### src/design/sha_pkg.sv
// Package for the SHA-256 hasher: constants, round constants and round functions.
// No dependencies.
package sha_pkg;
	localparam int WordW = 32;
	localparam int DigestWords = 8;
	localparam int BlockWords = 16;
	localparam int Rounds = 64;

	typedef logic [WordW-1:0] word_t;

	// Control handed from the sequencer to the round datapath.
	typedef struct packed {
		logic load;   // copy hash into working variables
		logic round;  // run one round
		logic fold;   // add working variables into hash
		logic init;   // return hash to initial values
		logic [5:0] rnd;
	} rnd_ctl_t;

	function automatic word_t init_hash(input logic [2:0] i);
		word_t r;
		case (i)
			3'd0: r = 32'h6a09e667;
			3'd1: r = 32'hbb67ae85;
			3'd2: r = 32'h3c6ef372;
			3'd3: r = 32'ha54ff53a;
			3'd4: r = 32'h510e527f;
			3'd5: r = 32'h9b05688c;
			3'd6: r = 32'h1f83d9ab;
			default: r = 32'h5be0cd19;
		endcase
		return r;
	endfunction

	localparam word_t RoundK [0:63] = '{
		32'h428a2f98, 32'h71374491, 32'hb5c0fbcf, 32'he9b5dba5, 32'h3956c25b, 32'h59f111f1,
		32'h923f82a4, 32'hab1c5ed5, 32'hd807aa98, 32'h12835b01, 32'h243185be, 32'h550c7dc3,
		32'h72be5d74, 32'h80deb1fe, 32'h9bdc06a7, 32'hc19bf174, 32'he49b69c1, 32'hefbe4786,
		32'h0fc19dc6, 32'h240ca1cc, 32'h2de92c6f, 32'h4a7484aa, 32'h5cb0a9dc, 32'h76f988da,
		32'h983e5152, 32'ha831c66d, 32'hb00327c8, 32'hbf597fc7, 32'hc6e00bf3, 32'hd5a79147,
		32'h06ca6351, 32'h14292967, 32'h27b70a85, 32'h2e1b2138, 32'h4d2c6dfc, 32'h53380d13,
		32'h650a7354, 32'h766a0abb, 32'h81c2c92e, 32'h92722c85, 32'ha2bfe8a1, 32'ha81a664b,
		32'hc24b8b70, 32'hc76c51a3, 32'hd192e819, 32'hd6990624, 32'hf40e3585, 32'h106aa070,
		32'h19a4c116, 32'h1e376c08, 32'h2748774c, 32'h34b0bcb5, 32'h391c0cb3, 32'h4ed8aa4a,
		32'h5b9cca4f, 32'h682e6ff3, 32'h748f82ee, 32'h78a5636f, 32'h84c87814, 32'h8cc70208,
		32'h90befffa, 32'ha4506ceb, 32'hbef9a3f7, 32'hc67178f2};

	function automatic word_t rotr(input word_t x, input int n);
		return (x >> n) | (x << (WordW - n));
	endfunction

	function automatic word_t sig0(input word_t x);
		return rotr(x, 7) ^ rotr(x, 18) ^ (x >> 3);
	endfunction

	function automatic word_t sig1(input word_t x);
		return rotr(x, 17) ^ rotr(x, 19) ^ (x >> 10);
	endfunction
endpackage

### src/design/sha_round.sv
// One shared SHA-256 round unit with its message schedule window and hash state.
// Depends on sha_pkg.
module sha_round import sha_pkg::*; (
	input  logic     clk,
	input  logic     arst_n,
	input  rnd_ctl_t ctl,
	input  word_t    blk [BlockWords],
	input  logic [2:0] rd_idx,
	output word_t    hash_rd
);
	word_t hash_q [DigestWords];
	word_t v_q [DigestWords];
	word_t w_q [BlockWords];
	word_t t1, t2, s1e, s0a, ch, maj, wt, wnew;

	// Form the round terms for the current round.
	always_comb begin
		wt   = w_q[0];
		s1e  = rotr(v_q[4], 6) ^ rotr(v_q[4], 11) ^ rotr(v_q[4], 25);
		ch   = (v_q[4] & v_q[5]) ^ (~v_q[4] & v_q[6]);
		t1   = v_q[7] + s1e + ch + RoundK[ctl.rnd] + wt;
		s0a  = rotr(v_q[0], 2) ^ rotr(v_q[0], 13) ^ rotr(v_q[0], 22);
		maj  = (v_q[0] & v_q[1]) ^ (v_q[0] & v_q[2]) ^ (v_q[1] & v_q[2]);
		t2   = s0a + maj;
		wnew = sig1(w_q[14]) + w_q[9] + sig0(w_q[1]) + w_q[0];
	end

	// Advance working variables and the schedule window.
	always_ff @(posedge clk) begin
		if (ctl.load) begin
			for (int i = 0; i < DigestWords; i++) v_q[i] <= hash_q[i];
			for (int i = 0; i < BlockWords; i++) w_q[i] <= blk[i];
		end else if (ctl.round) begin
			v_q[7] <= v_q[6];
			v_q[6] <= v_q[5];
			v_q[5] <= v_q[4];
			v_q[4] <= v_q[3] + t1;
			v_q[3] <= v_q[2];
			v_q[2] <= v_q[1];
			v_q[1] <= v_q[0];
			v_q[0] <= t1 + t2;
			for (int i = 0; i < BlockWords - 1; i++) w_q[i] <= w_q[i+1];
			w_q[BlockWords-1] <= wnew;
		end
	end

	// Hold the chaining value; fold or reinitialize on command.
	always_ff @(posedge clk or negedge arst_n) begin
		if (!arst_n) begin
			for (int i = 0; i < DigestWords; i++) hash_q[i] <= init_hash(3'(i));
		end else if (ctl.init) begin
			for (int i = 0; i < DigestWords; i++) hash_q[i] <= init_hash(3'(i));
		end else if (ctl.fold) begin
			for (int i = 0; i < DigestWords; i++) hash_q[i] <= hash_q[i] + v_q[i];
		end
	end

	assign hash_rd = hash_q[rd_idx];
endmodule

### src/design/sha256_hasher_core.sv
// SHA-256 hasher top level: word intake, padding sequencer, digest output.
// Depends on sha_pkg and sha_round.
//
// Usage: the input channel (in_valid/in_ready) takes one big-endian 32-bit
// word per beat with valid_bytes and end_of_message. Words before the end
// count as four bytes. Sixteen words fill a block; a full block runs 64
// rounds on one shared round unit, one round per cycle, after a load step
// and before a fold of the working variables into the hash. On
// the end word the sequencer appends 0x80, zeros and the 64-bit bit length
// one word per cycle, running one or two final compressions, then presents
// the eight digest words on the output channel (out_valid/out_ready), index
// 0 first, last_word on the eighth. in_ready is low while a block
// compresses, padding runs or the digest drains; a receiver stall simply
// holds the current digest beat. After the eighth beat the hash returns to
// the initial values.
// Reset clears the fill count, bit count and sequencer and loads the
// initial hash values; no clearing pass is needed.
module sha256_hasher_core import sha_pkg::*; (
	input  logic        clk,
	input  logic        arst_n,
	input  logic        in_valid,
	output logic        in_ready,
	input  logic [31:0] msg_word,
	input  logic [2:0]  valid_bytes,
	input  logic        end_of_message,
	output logic        out_valid,
	input  logic        out_ready,
	output logic [31:0] digest_word,
	output logic [2:0]  word_index,
	output logic        last_word
);
	localparam logic [2:0] StIdle = 3'd0;
	localparam logic [2:0] StLoad = 3'd1;
	localparam logic [2:0] StRnd  = 3'd2;
	localparam logic [2:0] StFold = 3'd3;
	localparam logic [2:0] StPad  = 3'd4;
	localparam logic [2:0] StOut  = 3'd5;

	logic [2:0]  st_q;
	logic [5:0]  fill_q;      // byte fill, 0..63
	logic [63:0] bits_q;
	logic        fin_q;       // padding in progress
	logic        pad80_q;     // 0x80 still owed
	logic        spill_q;     // 0x80 landed past byte 55, length goes in the next block
	logic        tail_q;      // length words written into the block being compressed
	logic [5:0]  rnd_q;
	logic [2:0]  oidx_q;
	word_t       blk_q [BlockWords];
	rnd_ctl_t    ctl;
	word_t       hash_rd;

	logic        acc;
	logic [2:0]  nb;
	logic [3:0]  widx;
	logic [6:0]  nfill;
	word_t       merged, padw;
	logic [5:0]  pfill;
	logic        lenw;

	assign in_ready = (st_q == StIdle);
	assign acc = in_valid && in_ready;

	// Count valid bytes of this beat.
	always_comb begin
		if (!end_of_message) nb = 3'd4;
		else if (valid_bytes > 3'd4) nb = 3'd4;
		else nb = valid_bytes;
	end

	assign widx = fill_q[5:2];

	// Merge new bytes into the partially filled word at the fill point.
	always_comb begin
		word_t keep;
		word_t mask;
		keep = blk_q[widx];
		mask = '1;
		case (fill_q[1:0])
			2'd0: mask = 32'h0;
			2'd1: mask = 32'hff000000;
			2'd2: mask = 32'hffff0000;
			default: mask = 32'hffffff00;
		endcase
		merged = (keep & mask) | ((msg_word >> (8 * fill_q[1:0])) & ~mask);
	end
	// Intake is word aligned except for the end word, so spill never occurs
	// before the end; byte counts above four are clamped to a full word.
	assign nfill = 7'(fill_q) + 7'(nb);

	// Length words go only into a block whose 0x80 already sits before byte 56.
	assign lenw = !pad80_q && !spill_q;

	// Build the next padding word at the current fill point.
	always_comb begin
		word_t m;
		word_t p;
		m = '1;
		p = '0;
		case (fill_q[1:0])
			2'd0: m = 32'h0;
			2'd1: m = 32'hff000000;
			2'd2: m = 32'hffff0000;
			default: m = 32'hffffff00;
		endcase
		if (pad80_q) begin
			case (fill_q[1:0])
				2'd0: p = 32'h80000000;
				2'd1: p = 32'h00800000;
				2'd2: p = 32'h00008000;
				default: p = 32'h00000080;
			endcase
		end
		if (lenw && fill_q == 6'd56) padw = bits_q[63:32];
		else if (lenw && fill_q == 6'd60) padw = bits_q[31:0];
		else padw = (blk_q[widx] & m) | p;
	end
	assign pfill = 6'({fill_q[5:2], 2'b00} + 6'd4);

	// Drive the round unit.
	always_comb begin
		ctl.load  = (st_q == StLoad);
		ctl.round = (st_q == StRnd);
		ctl.fold  = (st_q == StFold);
		ctl.init  = (st_q == StOut) && out_ready && (oidx_q == 3'd7);
		ctl.rnd   = rnd_q;
	end

	// Sequence intake, compression, padding and digest output.
	always_ff @(posedge clk or negedge arst_n) begin
		if (!arst_n) begin
			st_q    <= StIdle;
			fill_q  <= '0;
			bits_q  <= '0;
			fin_q   <= 1'b0;
			pad80_q <= 1'b0;
			spill_q <= 1'b0;
			tail_q  <= 1'b0;
			rnd_q   <= '0;
			oidx_q  <= '0;
		end else begin
			unique case (st_q)
				StIdle: begin
					if (acc) begin
						bits_q <= bits_q + 64'({nb, 3'b000});
						fill_q <= nfill[5:0];
						if (end_of_message) begin
							fin_q   <= 1'b1;
							pad80_q <= 1'b1;
							// an end word that fills the block compresses first, then pads
							st_q    <= nfill[6] ? StLoad : StPad;
						end else begin
							if (nfill[6]) st_q <= StLoad;
						end
					end
				end
				StPad: begin
					// one padding word per cycle
					if (pad80_q) begin
						pad80_q <= 1'b0;
						spill_q <= (fill_q >= 6'd56);
					end
					if (fill_q >= 6'd56 && lenw) begin
						fill_q <= pfill;
						if (fill_q == 6'd60) begin
							tail_q <= 1'b1;
							st_q   <= StLoad;
						end
					end else if (fill_q[5:2] == 4'd15) begin
						fill_q <= '0;
						st_q   <= StLoad;
					end else begin
						fill_q <= pfill;
					end
				end
				StLoad: begin
					rnd_q   <= '0;
					spill_q <= 1'b0;
					st_q    <= StRnd;
				end
				StRnd: begin
					rnd_q <= rnd_q + 6'd1;
					if (rnd_q == 6'(Rounds - 1)) st_q <= StFold;
				end
				StFold: begin
					if (!fin_q) begin
						st_q <= StIdle;
					end else if (tail_q) begin
						tail_q <= 1'b0;
						st_q   <= StOut;
					end else begin
						st_q <= StPad;
					end
				end
				StOut: begin
					if (out_ready) begin
						oidx_q <= oidx_q + 3'd1;
						if (oidx_q == 3'd7) begin
							st_q   <= StIdle;
							fin_q  <= 1'b0;
							bits_q <= '0;
							fill_q <= '0;
						end
					end
				end
				default: st_q <= StIdle;
			endcase
		end
	end

	// Write block words on intake and padding.
	always_ff @(posedge clk) begin
		if (acc) blk_q[widx] <= merged;
		else if (st_q == StPad) blk_q[widx] <= padw;
	end

	sha_round u_round (
		.clk    (clk),
		.arst_n (arst_n),
		.ctl    (ctl),
		.blk    (blk_q),
		.rd_idx (oidx_q),
		.hash_rd(hash_rd)
	);

	assign out_valid   = (st_q == StOut);
	assign digest_word = hash_rd;
	assign word_index  = oidx_q;
	assign last_word   = (oidx_q == 3'd7);
endmodule

### config.mk
export PLATFORM = sky130hd
export DESIGN_NAME = sha256_hasher_core
export DESIGN_NICKNAME = d
export VERILOG_FILES = /design/src/design/sha_pkg.sv /design/src/design/sha_round.sv /design/src/design/sha256_hasher_core.sv
export SDC_FILE = /design/constraint.sdc
export NUM_CORES = 2
export LEC_CHECK = 0
export BUFFER_PORTS_ARGS = -buffer_cell sky130_fd_sc_hd__buf_2
export CAP_MARGIN = 5
export CORE_MARGIN = 5
export CORE_UTILIZATION = 35
export DETAILED_ROUTE_END_ITERATION = 16
export GPL_TIMING_DRIVEN = 0
export MAX_ROUTING_LAYER = met4
export PLACE_DENSITY = 0.46
export SLEW_MARGIN = 15
export SYNTH_ARGS = -nofsm -noshare
export SYNTH_HDL_FRONTEND = slang
export SYNTH_SLANG_ARGS = --single-unit
### constraint.sdc
create_clock -name clk -period 29.3 [get_ports clk]
set_input_delay 1.465 -clock clk [delete_from_list [all_inputs] [get_ports clk]]
set_output_delay 1.465 -clock clk [all_outputs]
set_load 0.01 [all_outputs]
==> impl_results.md <==
* Share of async-settable or async-resettable flops after synthesis at 20.9%
* Worst Min Path Start: u_round.w_q[1][59]$_DFFE_PP_
* Area of the multi-input gates at 46800 sq um
* Post_cts resized at 0
* Final Non-Filler Cells at 13900
* Largest net degree at the start of global routing at 99
* Share of cells above drive strength 1 at 9.34%
* Final ANT Viol Nets at 0
* CTS clk-pin slew, worst paths at around 0.060 ns
* Placed wire-length estimate at 342000 um
* Synth cell types at 89
* Synth Register Bits at 1619
* Most frequent CP cell: inv_1
* Clock sink total at 1619
* CP Class: reg2reg
* Ranking of synthesized cells by area: edfxtp_1 40%, nand2_1 9.6%, dfrtp_1 5.2%
* Final worst slack at 16.02 ns
* Total Wirelength at 444000 um
* Mapped Area at a little under 100000 sq um
* Die extent in x at 537 um
* Vias in the first global route at approximately 76000
* Via Count at 78600
* Max stage delay on crit path at 0.95 ns
* Fin Hold WS at 0.500 ns
* # setup viols final at 0
* Final min period at 13.28 ns
* Most frequent cells in the layout: 2481 x nand2_1, 1280 x edfxtp_1, 905 x nor2_1
* Initial Util at 35.1%
* GRT Total Usage at 30.9%
* Syn avg cell area at 10.0 sq um
* Pre-CTS WS at around 16 ns
* Hold_buf cts at 0
* # IOs at 78
* Synth Instances at 9683
* Yosys top cell by area: edfxtp_1
* I/O Buffers at 77
* Row count at 193
* Post-CTS Setup Repair Bufs at 0
* CP Launch Type: register
* CORE AREA at 276000 sq um
* First-pass GRT wire length at 606000 um
* H-tree depth at 4
* Unrepaired setup endpoints after global routing: no
* Commonest non-fill, non-tap cell in the layout: nand2_1
* Placed instance area at 103000 sq um
* Max-cap violations at 0
* Seq/Total Area, Yosys at 48.5%
* Seq. cell area at 47100 sq um
* Synth-to-Final Area Change at 12.8%
* Syn Nets at just over 10000
* Final Cycle Share at 45.3%
* Primary FF master, synth: edfxtp_1
* Slowest-stage cell, CP: nor2_1
* Die extent in y at 537 um
* Worst-margin pin slew at between 1 and 1.5 ns
* Post-synth EDFFs at 1280
* Avg WL per Cell at 31.9 um
* Worst Hold Class: reg2reg
* Final weighted congestion in routability-driven placement at 0.983
* Final net count at 10600
* Total die area at around 290000 sq um
* DRC at 0
* CTS root buf: clkbuf_16
* CTS Buffer Depth at 4
* Layout Skew at between 0.07 and 0.08 ns
* Slew Limit Fails at 0
* CP startpoint: rnd_q[1]$_DFFE_PN0P_
* DR pass1 iterations at 7
* DR iter-0 viols at 8934
* Crit path max fanout at 13
* Buffers and inverters on the worst path at 8
* Fmax at between 70 and 80 MHz
* DR vias/cell at 5.66
* Slew HR at 9.62%
* Cells after DPL at 13500
* CTS tree: built
* Arrival time at the worst endpoint at around 14 ns
* Area of all placed cells without fillers at between 100000 and 150000 sq um
* Outcome: finished clean
* Cts bufs inserted at 198
* Final count of hold timing violations at 0
* Top delay family on crit path: compound AO/OA/AOI/OAI gates
* Fillers at 27500
* Initial antenna violation count at 29
* GRT overflow at 0
* Critical R2R Launch: rnd_q[1]$_DFFE_PN0P_
* Top-area cell type share of the netlist area at 39.6%
* Yosys Warn Count at 0
* Clock Latency Late Sink at roughly 0.91 ns
* CP required at around 30 ns
* Critical path capture point type: register
==> area by class of cell <==
type	instances	share of cell area, %
diodes	26	0.0594
multi-input cells	7215	42.8
flip-flops and latches	1619	43.0
repair buffers	122	1.31
clock inverters	103	0.623
plain buffers	551	2.02
well taps	3705	4.24
clock buffers	258	4.89
inverters	298	1.03
==> layer usage <==
| layer | vias up | GRT usage, % | wire (um) |
|---|---|---|---|
| met5 | - | - | 0 |
| met4 | 0 | 16.4 | 28400 |
| met3 | 718 | 3.57 | 28700 |
| met2 | 3416 | 47.6 | 202000 |
| met1 | 40000 | 40.0 | 184000 |
| li1 | 34400 | - | - |
==> cell usage after synthesis (138+ instances only) <==
library cell,number
edfxtp_1,1280
fa_1,197
a21oi_1,508
clkbuf_1,471
dfrtp_1,203
a21o_1,171
ha_1,404
nand2_1,2481
xor2_1,245
nor2_1,923
inv_1,296
mux4_2,191
o21ai_0,436
nand3_1,138
xnor2_1,371
==> cells by family (layout without fill, tap and decap cells) <==
logic type / after synthesis / count (layout) / share of synthesized area, %
and+or+nand+nor: 3978 / 3978 / 16.6
other: 0 / 26 / 0
xor gates and xnor gates: 617 / 617 / 5.58
muxes: 291 / 291 / 5.54
AOI/OAI and AO/OA: 1706 / 1706 / 10.8
adders and majority gates: 623 / 623 / 9.50
buffers and inverters: 849 / 1332 / 3.36
DFF: 1619 / 1619 / 48.5
==> path summary, 6_finish.rpt <==
check,endpoint,slack (ns),cells past startpoint
setup / recovery,u_round.v_q[0][31]$_DFFE_PP_,16.02,39
hold / removal,u_round.w_q[1][27]$_DFFE_PP_,0.50,2
setup reg to reg,u_round.v_q[0][31]$_DFFE_PP_,16.02,39
hold reg to reg,u_round.w_q[1][27]$_DFFE_PP_,0.50,2
max in group asynchronous,bits_q[18]$_DFFE_PN0P_,27.25,3
min in group asynchronous,u_round.hash_q[247]$_DFFE_PN0P_,0.53,1
==> metrics by stage <==
step / utilization [%] / TNS, ns
floorplan: - / 0
finish: 39.6 / 0
detailed placement: 37.4 / 0
CTS: 39.6 / 0
global route: 39.6 / 0
global placement: 36.9 / -0.252
==> tightest hold or removal path, cell delays in order, from the launching register on <==
cell	delay (ns)
edfxtp_1	0.32
nand2_1	0.04
nand2_1	0.05
==> registers in the layout, indices dropped and copies added (netlist names) <==
register        flops
word_index          3
bits_q             61
u_round.hash_q    256
st_q                3
spill_q             1
u_round.w_q       512
tail_q              1
fin_q               1
u_round.v_q       256
rnd_q               6
blk_q             512
pad80_q             1
fill_q              6
Power is not shown: default switching activity piles up to over one toggle a cycle in this logic, so the estimate is an artifact.
